### src/rtl/i2cmts_pkg.sv
// Shared types and codes for the I2C master transaction sequencer.
// No dependencies; imported by the sequencer top level.
`default_nettype none

package i2cmts_pkg;

   localparam int BUF_DEPTH = 16;
   localparam int BUF_AW    = $clog2(BUF_DEPTH);

   // request operations
   localparam logic [1:0] OP_LOAD   = 2'd0;
   localparam logic [1:0] OP_WRITE  = 2'd1;
   localparam logic [1:0] OP_POLL   = 2'd2;
   localparam logic [1:0] OP_STATUS = 2'd3;

   // bus commands
   localparam logic [2:0] CMD_NONE    = 3'd0;
   localparam logic [2:0] CMD_START   = 3'd1;
   localparam logic [2:0] CMD_STOP    = 3'd2;
   localparam logic [2:0] CMD_SEND    = 3'd3;
   localparam logic [2:0] CMD_RX_ACK  = 3'd4;
   localparam logic [2:0] CMD_RX_NACK = 3'd5;

   // bus status codes (status register >> 3)
   localparam logic [4:0] ST_START   = 5'd1;
   localparam logic [4:0] ST_RSTART  = 5'd2;
   localparam logic [4:0] ST_AW_ACK  = 5'd3;
   localparam logic [4:0] ST_AW_NACK = 5'd4;
   localparam logic [4:0] ST_DT_ACK  = 5'd5;
   localparam logic [4:0] ST_DT_NACK = 5'd6;
   localparam logic [4:0] ST_AR_ACK  = 5'd8;
   localparam logic [4:0] ST_AR_NACK = 5'd9;
   localparam logic [4:0] ST_DR_ACK  = 5'd10;
   localparam logic [4:0] ST_DR_NACK = 5'd11;

   // transaction end codes
   localparam logic [1:0] DONE_OK         = 2'd0;
   localparam logic [1:0] DONE_ADDR_NACK  = 2'd1;
   localparam logic [1:0] DONE_DATA_NACK  = 2'd2;
   localparam logic [1:0] DONE_UNEXPECTED = 2'd3;

   localparam logic [4:0] CNT_MAX = 5'd31;

   typedef struct packed {
      logic [2:0]        bus_command;
      logic [7:0]        tx_byte;
      logic              rx_valid;
      logic [BUF_AW-1:0] rx_index;
      logic [7:0]        rx_data;
      logic              done_res;
      logic [1:0]        done_status;
      logic              busy_res;
   } rsp_type;

endpackage

`default_nettype wire

### src/rtl/i2cmts_ram.sv
// Generic single-write, single-read RAM with a registered read port.
// No dependencies.
`default_nettype none

module i2cmts_ram #(
   parameter int WIDTH = 8,
   parameter int DEPTH = 16
) (
   input  wire logic                     clock,
   input  wire logic                     wr_en,
   input  wire logic [$clog2(DEPTH)-1:0] wr_addr,
   input  wire logic [WIDTH-1:0]         wr_data,
   input  wire logic [$clog2(DEPTH)-1:0] rd_addr,
   output logic      [WIDTH-1:0]         rd_data
);

   logic [WIDTH-1:0] mem_ff [DEPTH];
   logic [WIDTH-1:0] rd_data_ff;

   always_ff @(posedge clock) begin
      if (wr_en) begin
         mem_ff[wr_addr] <= wr_data;
      end
      rd_data_ff <= mem_ff[rd_addr];
   end

   assign rd_data = rd_data_ff;

endmodule

`default_nettype wire

### src/rtl/i2c_master_transaction_sequencer_unit.sv
// A request's response passes through the stage-one and output registers after it is accepted.
// Throughput: one request per cycle; the only limit is the response stall.
// The byte buffer RAM is read in the accept cycle and its registered data joins
// the response in stage one. Reset clears the transaction control state;
// byte buffer contents are undefined until written.
// Depends on i2cmts_pkg and i2cmts_ram.
`default_nettype none

module i2c_master_transaction_sequencer_unit (
   input  wire logic        clock,
   input  wire logic        reset,
   input  wire logic        req_valid,
   output logic             req_stall,
   input  wire logic [1:0]  req_operation,
   input  wire logic [6:0]  req_dev_address,
   input  wire logic        req_read_not_write,
   input  wire logic [4:0]  req_xfer_length,
   input  wire logic [3:0]  req_buf_index,
   input  wire logic [7:0]  req_buf_byte,
   input  wire logic [4:0]  req_bus_status,
   input  wire logic [7:0]  req_rx_byte,
   output logic             rsp_valid,
   input  wire logic        rsp_stall,
   output logic [2:0]       rsp_bus_command,
   output logic [7:0]       rsp_tx_byte,
   output logic             rsp_rx_valid,
   output logic [3:0]       rsp_rx_index,
   output logic [7:0]       rsp_rx_data,
   output logic             rsp_done_res,
   output logic [1:0]       rsp_done_status,
   output logic             rsp_busy_res
);

   import i2cmts_pkg::*;

   // transaction control state
   logic              active_ff, active_in;
   logic              pending_ff, pending_in;
   logic [6:0]        addr_ff, addr_in;
   logic              dir_ff, dir_in;
   logic [4:0]        len_ff, len_in;
   logic [4:0]        cnt_ff, cnt_in;

   // pipeline
   logic              s1_valid_ff;
   rsp_type           s1_res_ff;
   logic              s1_use_ram_ff;
   logic [BUF_AW-1:0] s1_raddr_ff;
   logic              out_valid_ff;
   rsp_type           out_res_ff;

   logic              accept;
   logic              s1_adv;
   rsp_type           res;
   logic              use_ram;
   logic [BUF_AW-1:0] raddr;
   logic [BUF_AW-1:0] ram_raddr;
   logic              we;
   logic [BUF_AW-1:0] waddr;
   logic [7:0]        wdata;
   logic [7:0]        ram_rdata;
   logic [4:0]        cnt_inc;
   logic              store_ok;
   rsp_type           s1_final;

   assign s1_adv    = s1_valid_ff && (!out_valid_ff || !rsp_stall);
   assign req_stall = s1_valid_ff && out_valid_ff && rsp_stall;
   assign accept    = req_valid && !req_stall;

   assign cnt_inc  = (cnt_ff != CNT_MAX) ? cnt_ff + 5'd1 : cnt_ff;
   assign store_ok = {1'b0, cnt_ff} < 6'(BUF_DEPTH);

   always_comb begin
      active_in  = active_ff;
      pending_in = pending_ff;
      addr_in    = addr_ff;
      dir_in     = dir_ff;
      len_in     = len_ff;
      cnt_in     = cnt_ff;
      res        = '0;
      use_ram    = 1'b0;
      raddr      = '0;
      we         = 1'b0;
      waddr      = req_buf_index[BUF_AW-1:0];
      wdata      = req_buf_byte;

      unique case (req_operation)
         OP_LOAD: begin
            if (!active_ff) begin
               addr_in    = req_dev_address;
               dir_in     = req_read_not_write;
               len_in     = ({1'b0, req_xfer_length} > 6'(BUF_DEPTH)) ?
                            5'(BUF_DEPTH) : req_xfer_length;
               pending_in = 1'b1;
            end
         end
         OP_WRITE: begin
            we = {1'b0, req_buf_index} < 5'(BUF_DEPTH);
         end
         OP_POLL: begin
            if (!active_ff && pending_ff) begin
               res.bus_command = CMD_START;
               active_in       = 1'b1;
               cnt_in          = '0;
            end
         end
         OP_STATUS: begin
            if (active_ff) begin
               unique case (req_bus_status)
                  ST_START, ST_RSTART: begin
                     res.bus_command = CMD_SEND;
                     res.tx_byte     = {addr_ff, dir_ff};
                  end
                  ST_AW_ACK: begin
                     if (len_ff == 5'd0) begin
                        res.bus_command = CMD_STOP;
                        res.done_res    = 1'b1;
                        res.done_status = DONE_OK;
                        active_in       = 1'b0;
                        pending_in      = 1'b0;
                        cnt_in          = '0;
                     end else begin
                        res.bus_command = CMD_SEND;
                        use_ram         = 1'b1;
                        raddr           = '0;
                        cnt_in          = 5'd1;
                     end
                  end
                  ST_DT_ACK: begin
                     if (cnt_ff >= len_ff) begin
                        res.bus_command = CMD_STOP;
                        res.done_res    = 1'b1;
                        res.done_status = DONE_OK;
                        active_in       = 1'b0;
                        pending_in      = 1'b0;
                        cnt_in          = '0;
                     end else begin
                        // count is below length, so the entry is in range
                        res.bus_command = CMD_SEND;
                        use_ram         = 1'b1;
                        raddr           = cnt_ff[BUF_AW-1:0];
                        cnt_in          = cnt_inc;
                     end
                  end
                  ST_AW_NACK, ST_AR_NACK: begin
                     res.bus_command = CMD_STOP;
                     res.done_res    = 1'b1;
                     res.done_status = DONE_ADDR_NACK;
                     active_in       = 1'b0;
                     pending_in      = 1'b0;
                     cnt_in          = '0;
                  end
                  ST_DT_NACK: begin
                     res.bus_command = CMD_STOP;
                     res.done_res    = 1'b1;
                     res.done_status = DONE_DATA_NACK;
                     active_in       = 1'b0;
                     pending_in      = 1'b0;
                     cnt_in          = '0;
                  end
                  ST_AR_ACK: begin
                     res.bus_command = ({1'b0, cnt_ff} + 6'd1 >= {1'b0, len_ff}) ?
                                       CMD_RX_NACK : CMD_RX_ACK;
                  end
                  ST_DR_ACK, ST_DR_NACK: begin
                     if (store_ok) begin
                        we           = 1'b1;
                        waddr        = cnt_ff[BUF_AW-1:0];
                        wdata        = req_rx_byte;
                        res.rx_valid = 1'b1;
                        res.rx_index = cnt_ff[BUF_AW-1:0];
                        res.rx_data  = req_rx_byte;
                     end
                     if (req_bus_status == ST_DR_NACK) begin
                        res.bus_command = CMD_STOP;
                        res.done_res    = 1'b1;
                        res.done_status = DONE_OK;
                        active_in       = 1'b0;
                        pending_in      = 1'b0;
                        cnt_in          = '0;
                     end else begin
                        cnt_in          = cnt_inc;
                        res.bus_command = ({1'b0, cnt_inc} + 6'd1 >= {1'b0, len_ff}) ?
                                          CMD_RX_NACK : CMD_RX_ACK;
                     end
                  end
                  default: begin
                     res.bus_command = CMD_STOP;
                     res.done_res    = 1'b1;
                     res.done_status = DONE_UNEXPECTED;
                     active_in       = 1'b0;
                     pending_in      = 1'b0;
                     cnt_in          = '0;
                  end
               endcase
            end
         end
      endcase
      res.busy_res = active_in;
   end

   // hold the read address while stage one waits so its data stays valid
   assign ram_raddr = accept ? raddr : s1_raddr_ff;

   i2cmts_ram #(
      .WIDTH (8),
      .DEPTH (BUF_DEPTH)
   ) u_buf (
      .clock   (clock),
      .wr_en   (accept && we),
      .wr_addr (waddr),
      .wr_data (wdata),
      .rd_addr (ram_raddr),
      .rd_data (ram_rdata)
   );

   always_ff @(posedge clock) begin
      if (reset) begin
         active_ff  <= 1'b0;
         pending_ff <= 1'b0;
         addr_ff    <= '0;
         dir_ff     <= 1'b0;
         len_ff     <= '0;
         cnt_ff     <= '0;
      end else if (accept) begin
         active_ff  <= active_in;
         pending_ff <= pending_in;
         addr_ff    <= addr_in;
         dir_ff     <= dir_in;
         len_ff     <= len_in;
         cnt_ff     <= cnt_in;
      end
   end

   always_comb begin
      s1_final = s1_res_ff;
      if (s1_use_ram_ff) begin
         s1_final.tx_byte = ram_rdata;
      end
   end

   always_ff @(posedge clock) begin
      if (reset) begin
         s1_valid_ff  <= 1'b0;
         out_valid_ff <= 1'b0;
      end else begin
         if (accept) begin
            s1_valid_ff <= 1'b1;
         end else if (s1_adv) begin
            s1_valid_ff <= 1'b0;
         end
         if (s1_adv) begin
            out_valid_ff <= 1'b1;
         end else if (!rsp_stall) begin
            out_valid_ff <= 1'b0;
         end
      end
   end

   always_ff @(posedge clock) begin
      if (accept) begin
         s1_res_ff     <= res;
         s1_use_ram_ff <= use_ram;
         s1_raddr_ff   <= raddr;
      end
      if (s1_adv) begin
         out_res_ff <= s1_final;
      end
   end

   assign rsp_valid       = out_valid_ff;
   assign rsp_bus_command = out_res_ff.bus_command;
   assign rsp_tx_byte     = out_res_ff.tx_byte;
   assign rsp_rx_valid    = out_res_ff.rx_valid;
   assign rsp_rx_index    = out_res_ff.rx_index;
   assign rsp_rx_data     = out_res_ff.rx_data;
   assign rsp_done_res    = out_res_ff.done_res;
   assign rsp_done_status = out_res_ff.done_status;
   assign rsp_busy_res    = out_res_ff.busy_res;

   a_stall_needs_s1 : assert property (@(posedge clock) disable iff (reset)
      !s1_valid_ff |-> !req_stall)
      else $error("request stalled with stage one empty");

   a_idle_count_clear : assert property (@(posedge clock) disable iff (reset)
      !active_ff |-> (cnt_ff == 5'd0))
      else $error("byte count not cleared while idle");

   a_done_stops : assert property (@(posedge clock) disable iff (reset)
      (rsp_valid && rsp_done_res) |-> (rsp_bus_command == CMD_STOP && !rsp_busy_res))
      else $error("transaction end without stop or still busy");

   a_rx_cmd : assert property (@(posedge clock) disable iff (reset)
      (rsp_valid && rsp_rx_valid) |->
         (rsp_bus_command == CMD_RX_ACK || rsp_bus_command == CMD_RX_NACK ||
          rsp_bus_command == CMD_STOP))
      else $error("received byte reported with wrong command");

endmodule

`default_nettype wire
### config.mk
export PLATFORM = sky130hd
export DESIGN_NAME = i2c_master_transaction_sequencer_unit
export DESIGN_NICKNAME = d
export VERILOG_FILES = /design/src/rtl/i2cmts_pkg.sv /design/src/rtl/i2cmts_ram.sv /design/src/rtl/i2c_master_transaction_sequencer_unit.sv
export SDC_FILE = /design/constraint.sdc
export NUM_CORES = 1
export LEC_CHECK = 0
export ABC_AREA = 1
export BUFFER_PORTS_ARGS = -buffer_cell sky130_fd_sc_hd__buf_2
export CAP_MARGIN = 10
export CORE_ASPECT_RATIO = 0.9
export CORE_MARGIN = 5
export CORE_UTILIZATION = 35
export CTS_CLUSTER_DIAMETER = 80
export DETAILED_ROUTE_END_ITERATION = 8
export PLACE_DENSITY_LB_ADDON = 0.05
export SYNTH_ARGS = -nofsm -noshare
export SYNTH_HDL_FRONTEND = slang
export SYNTH_SLANG_ARGS = --single-unit
### constraint.sdc
create_clock -name clock -period 2.75 [get_ports clock]
set_input_delay 0.1375 -clock clock [delete_from_list [all_inputs] [get_ports clock]]
set_output_delay 0.1375 -clock clock [all_outputs]
set_load 0.05 [all_outputs]
==> Word level (Yosys, flattened, before mapping) <==
Memory sizes are Yosys's and may differ from the RTL's. A register that Yosys moved wholly into a read port is not among the register bits.
Index checks and enable logic that the tools add are counted.
{ "word_totals": {"input_bits": 44, "memories": 1, "ff_bits": 83, "mem_bits_rw": 128} }
{ "memory_table": {"columns": ["name", "words", "width", "rd", "rd_clocked_by_memory_dff", "write_ports", "line_no", "rtl"], "rows": [
  ["u_buf.mem_ff", 16, 8, 1, 1, 1, "i2cmts_ram.sv:17", "logic [WIDTH-1:0] mem_ff [DEPTH];"]
]} }
{ "op_classes": {"n_reduce_logical": 27, "order_cmp": 5, "muxes": 64, "eq_ne": 22, "bitwise": 1, "addsub": 3} }
{ "ops": {"columns": ["op", "n"], "rows": [
  ["$mux W8", 6],
  ["$mux W4", 9],
  ["$mux W5", 6],
  ["$mux W27", 1],
  ["$mux W13", 2],
  ["$mux W1", 25],
  ["$eq A5 B4 Y1 const B", 4],
  ["$pmux W5 S4", 1],
  ["$pmux W3 S6", 1],
  ["$eq A5 B3 Y1 const B", 3],
  ["$pmux W3 S5", 1],
  ["$add A5 B1 Y6 const B", 2],
  ["$ge A6 B5 Y1", 2],
  ["$mux W3", 4],
  ["$eq A5 B2 Y1 const B", 2],
  ["$pmux W5 S2", 1],
  ["$ne A3 B3 Y1 const B", 3],
  ["$reduce_and A3 Y1", 3],
  ["$ne A2 B2 Y1 const B", 4],
  ["$pmux W1 S2", 4],
  ["$pmux W1 S4", 2],
  ["$reduce_and A8 Y1", 1],
  ["$logic_and A1 B1 Y1", 6],
  ["$pmux W3 S2", 1],
  ["20 further kinds", 28]
]} }

==> Depth between registers and ports, before layout <==
{ "depth": {"word_depth": 9, "depth_mapped": 19, "mapped_depth_nobuf": 19} }

==> Hierarchy <==
From an unflattened synthesis, not the netlist that was laid out.
{ "unflattened": {"hier_cells": 974, "hier_area_um2": 9845.7} }
{ "by_module_without_submodules": {"columns": ["module", "instances", "cells_each", "area_per_inst_um2"], "rows": [
  ["i2cmts_ram", 1, 551, 5766.8],
  ["i2c_master_transaction_sequencer_unit", 1, 423, 4078.9]
]} }

==> Worst setup path after synthesis <==
Ideal clock, no wire load.
{ "synth_path": {"kind": "register -> register", "start": "register cnt_ff[1]", "end": "register s1_res_ff, in the netlist s1_final[25] (data pin)", "path_stages_with_launch": 20, "t_required_ns": 2.490, "path_slack_ns": -0.068, "arrival_time_ns": 2.558, "synth_period_minus_slack_ns": 2.818, "setup_time_ns": 0.260, "cell_sequence": "dfxtp_1 ha_1 nand3_1 inv_1 ha_1 nor2_1 a21oi_1 ha_1 xor2_1 inv_1 ha_1 a21boi_0 o21ai_0 nand2_1 nand2_1 nand3_1 nand2_1 nand2_1 nand2_1 nand2_1"} }
{ "synth_lines": {"columns": ["item", "line_no", "rtl"], "rows": [
  ["from (decl)", "i2c_master_transaction_sequencer_unit.sv:42", "logic [4:0] cnt_ff, cnt_in;"],
  ["from (signal assigned)", "i2c_master_transaction_sequencer_unit.sv:231", "cnt_ff <= cnt_in;"],
  ["to (signal assigned)", "i2c_master_transaction_sequencer_unit.sv:262", "s1_res_ff <= res;"],
  ["to (decl)", "i2c_master_transaction_sequencer_unit.sv:46", "rsp_type s1_res_ff;"]
]} }

==> results.ini <==
[power_and_ir_drop]
p_int_uw=5650
p_per_area_nw_per_um2=599
pwr-share-clk_pct=43.7
p_seq_share_pct=50.8
netSwitchingFraction_pct=22.0
p_sw_uw=1590
leakage_uw=0.00504
power_frac_comb_pct=5.5
peakVddDrop_mv=0.365

[sta]
period_minus_slack_ns=2.61
hold_viol_final=0
setup_viol=0
tightest_slew_ns=0.465
finalMaxSlewViolations=0
rsz0062_at_grt=true
fin_setup_tns_ns=0
relSlewSlack_pct=68.9
period_share_pct=94.8
fin_skew_ns=0.00868
timing.fmax_mhz=383

[status]
status=finished clean

[setup_path]
startpoint=cnt_ff[1]
cp-start-kind=flop
crit_arrival_ns=2.88
timing.rr.start=cnt_ff[1]
cp-end-kind=flop
cp_num_buf_inv=3
slowest_delay_ns=0.34
cpMaxStageDelayCell=dfxtp_2
cp.required_ns=3.02
worstPathMaxFanout=3
worstSetupPathType=reg -> reg
cp_common_cell=nand2_1
cp_top_family=compound AO/OA/AOI/OAI gates
crit_path_cell_trace=ha_4, buf_4, buf_4, xor2_1, o21ai_1, xor2_1, inv_1, ha_1, a21boi_0, o21ai_1, nand2_1, nand2_1, nand3_1, nand2_1, nand2_1, nand2_1, nand2_1

[die]
die_area_sq_um=31600
row_count=58
chipHeight_microns=169
start_util_pct=35.4
die_x_microns=187
core-area_sq_um=27900
io_pins=74

[route]
highest_layer=met4
wl_met3_microns=962
drt-initial-drc-count=457
via_count=7032
route.detailed.drc=0
wl_met1_mm=12.6
wl_met2_mm=12.2
routed_wl_mm=26.1
firstDrtPassIters=6
via_per_inst=4.76
avgRoutedWirePerCell_microns=17.7
ant_nets=0

[place]
placed_area_sq_um=10900
dp.cells=1402
place_congestion=0.807
dp_hpwl_mm=16.8
portBuffers=73

[cells_and_area]
drive_gt1_share_pct=18.4
antenna_cells=0
area_growth_pct=22.6
final_cells=1477
fin_nets=1166
final_common_cell=nand2_1
final_area_sq_um=12100
layout_common_cells=nand2_1 (190), edfxtp_1 (185), nand3_1 (158), inv_1 (131), buf_2 (73)

[clock_tree]
clockRootBuffer=clkbuf_16
htreeDepth=1
cts.sinks=219
clk_pin_slew_worst_paths_ns=0.06
cts_max_path_buffers=3
cts_buffers=25
worst_skew_pair.late_latency_ns=0.53
cts_tree=yes

[global_routing]
grt_pass1_vias=7008
grt_usage_pct=16.2
grt_pass1_wl_mm=40.7
gr-total-overflow=0
grt_max_degree=57
grt_antenna_before_repair=0

[yosys]
syn-cell-area_sq_um=9860
synth.avg_cell_area_sq_um=10.4
ys_ff_latch=219
ys_types=41
ys_seq_area_share_pct=63.3
yosys_warnings=0
netlist_instances=952
syn_nets=1019

[worst_hold_path]
holdCritStartpoint=req_bus_status[1]
hold_path_class=in -> reg

[run]
cap_violations=0

## final timing paths
kind                             end  slack (ns)  cells after the start
setup / recovery        s1_final[25]        0.14                     17
hold / removal           s1_final[2]        0.12                      3
setup reg to reg        s1_final[25]        0.14                     17
hold reg to reg   rsp_done_status[0]        0.42                      0
## power groups by stage
stage / Combinational, uW / Sequential (uW) / Clock (uW)
2_1_floorplan: 151 / 3810 / 0
3_3_place_gp: 370 / 3750 / 0
3_5_place_dp: 369 / 3750 / 0
4_1_cts: 399 / 3680 / 3280
5_1_grt: 433 / 3680 / 3410
6_report: 395 / 3680 / 3170
## metrics by stage
| step | util (%) | hold WS (ns) | total power [uW] | worst slack [ns] |
|---|---|---|---|---|
| floorplan | - | 0.216 | 3960 | 0.00539 |
| finish | 43.4 | 0.125 | 7240 | 0.142 |
| global placement | 39.3 | 0.400 | 4120 | 0.0744 |
| CTS | 43.1 | 0.0994 | 7360 | 0.0102 |
| detailed placement | 39.3 | 0.399 | 4120 | 0.0452 |
| global route | 43.4 | 0.123 | 7520 | -0.0339 |
## final cells by class
type | count | area (sq um)
flip-flops and latches | 219 | 6240
repair buffers | 159 | 1160
fillers | 2718 | 15800
clock buffers | 37 | 701
multi-input cells | 557 | 2940
clock inverters | 8 | 78.8
well taps | 360 | 450
inverters | 137 | 514
## tightest hold or removal path, stage by stage
cell and delay, ns:
buf_2 0.14, nand3_1 0.11, a21oi_1 0.09
## cells by family after synthesis
family / Yosys count / share of synthesized area, %
simple gates: 447 / 20.7
flops: 219 / 63.3
buf+inv: 176 / 7.52
compound gates: 74 / 4.28
fa+ha+maj: 23 / 2.92
mux: 8 / 0.914
xor+xnor: 5 / 0.444
## metal layers
layer	vias to the layer above	GRT usage [%]
li1	3504	-
met1	3386	22.6
met2	114	27.1
met3	28	2.69
met4	0	3.02
met5	-	0
## cell usage after synthesis (all sizes together)
| library cell | count | share of area [%] |
|---|---|---|
| nor2 | 62 | 2.6 |
| a21oi | 29 | 1.5 |
| nand2 | 197 | 7.7 |
| inv | 137 | 5.2 |
| clkbuf | 7 | 0.28 |
| a21boi | 1 | 0.076 |
| nand3 | 160 | 8.2 |
| xnor2 | 2 | 0.18 |
| nor4 | 2 | 0.13 |
| a211oi | 4 | 0.30 |
| o211ai | 1 | 0.076 |
| nand4 | 6 | 0.53 |
| a311oi | 1 | 0.089 |
| o21ai | 31 | 1.7 |
| o41ai | 1 | 0.089 |
| o31ai | 3 | 0.23 |
| buf | 32 | 2.0 |
| o21bai | 1 | 0.076 |
| nor3 | 4 | 0.30 |
| mux2 | 8 | 0.91 |
| ha | 23 | 2.9 |
| xor2 | 3 | 0.27 |
| edfxtp | 185 | 56 |
| a31oi | 1 | 0.064 |
| dfxtp | 34 | 6.9 |
| a22oi | 1 | 0.076 |
| nand3b | 16 | 1.2 |
## state kept, by name, indices dropped and copies added, names as in the netlist, 5 cells and up
| name | flops |
|---|---|
| cnt_ff | 5 |
| rsp_rx_data | 8 |
| s1_final | 20 |
| u_buf.mem_ff | 128 |
| u_buf.rd_data | 8 |
| len_ff | 5 |
| s1_res_ff | 8 |
| addr_ff | 7 |
| rsp_tx_byte | 8 |
## timing repair
item / in CTS / in global routing
setup buffers: 0 / 1
hold buffers: 28 / 0
hold endpoints to repair: 25 / 0
resized for setup: 0 / 14
endpoints found under the setup margin: 0 / 5
No activity file was read; power rests on OpenSTA's default activity.
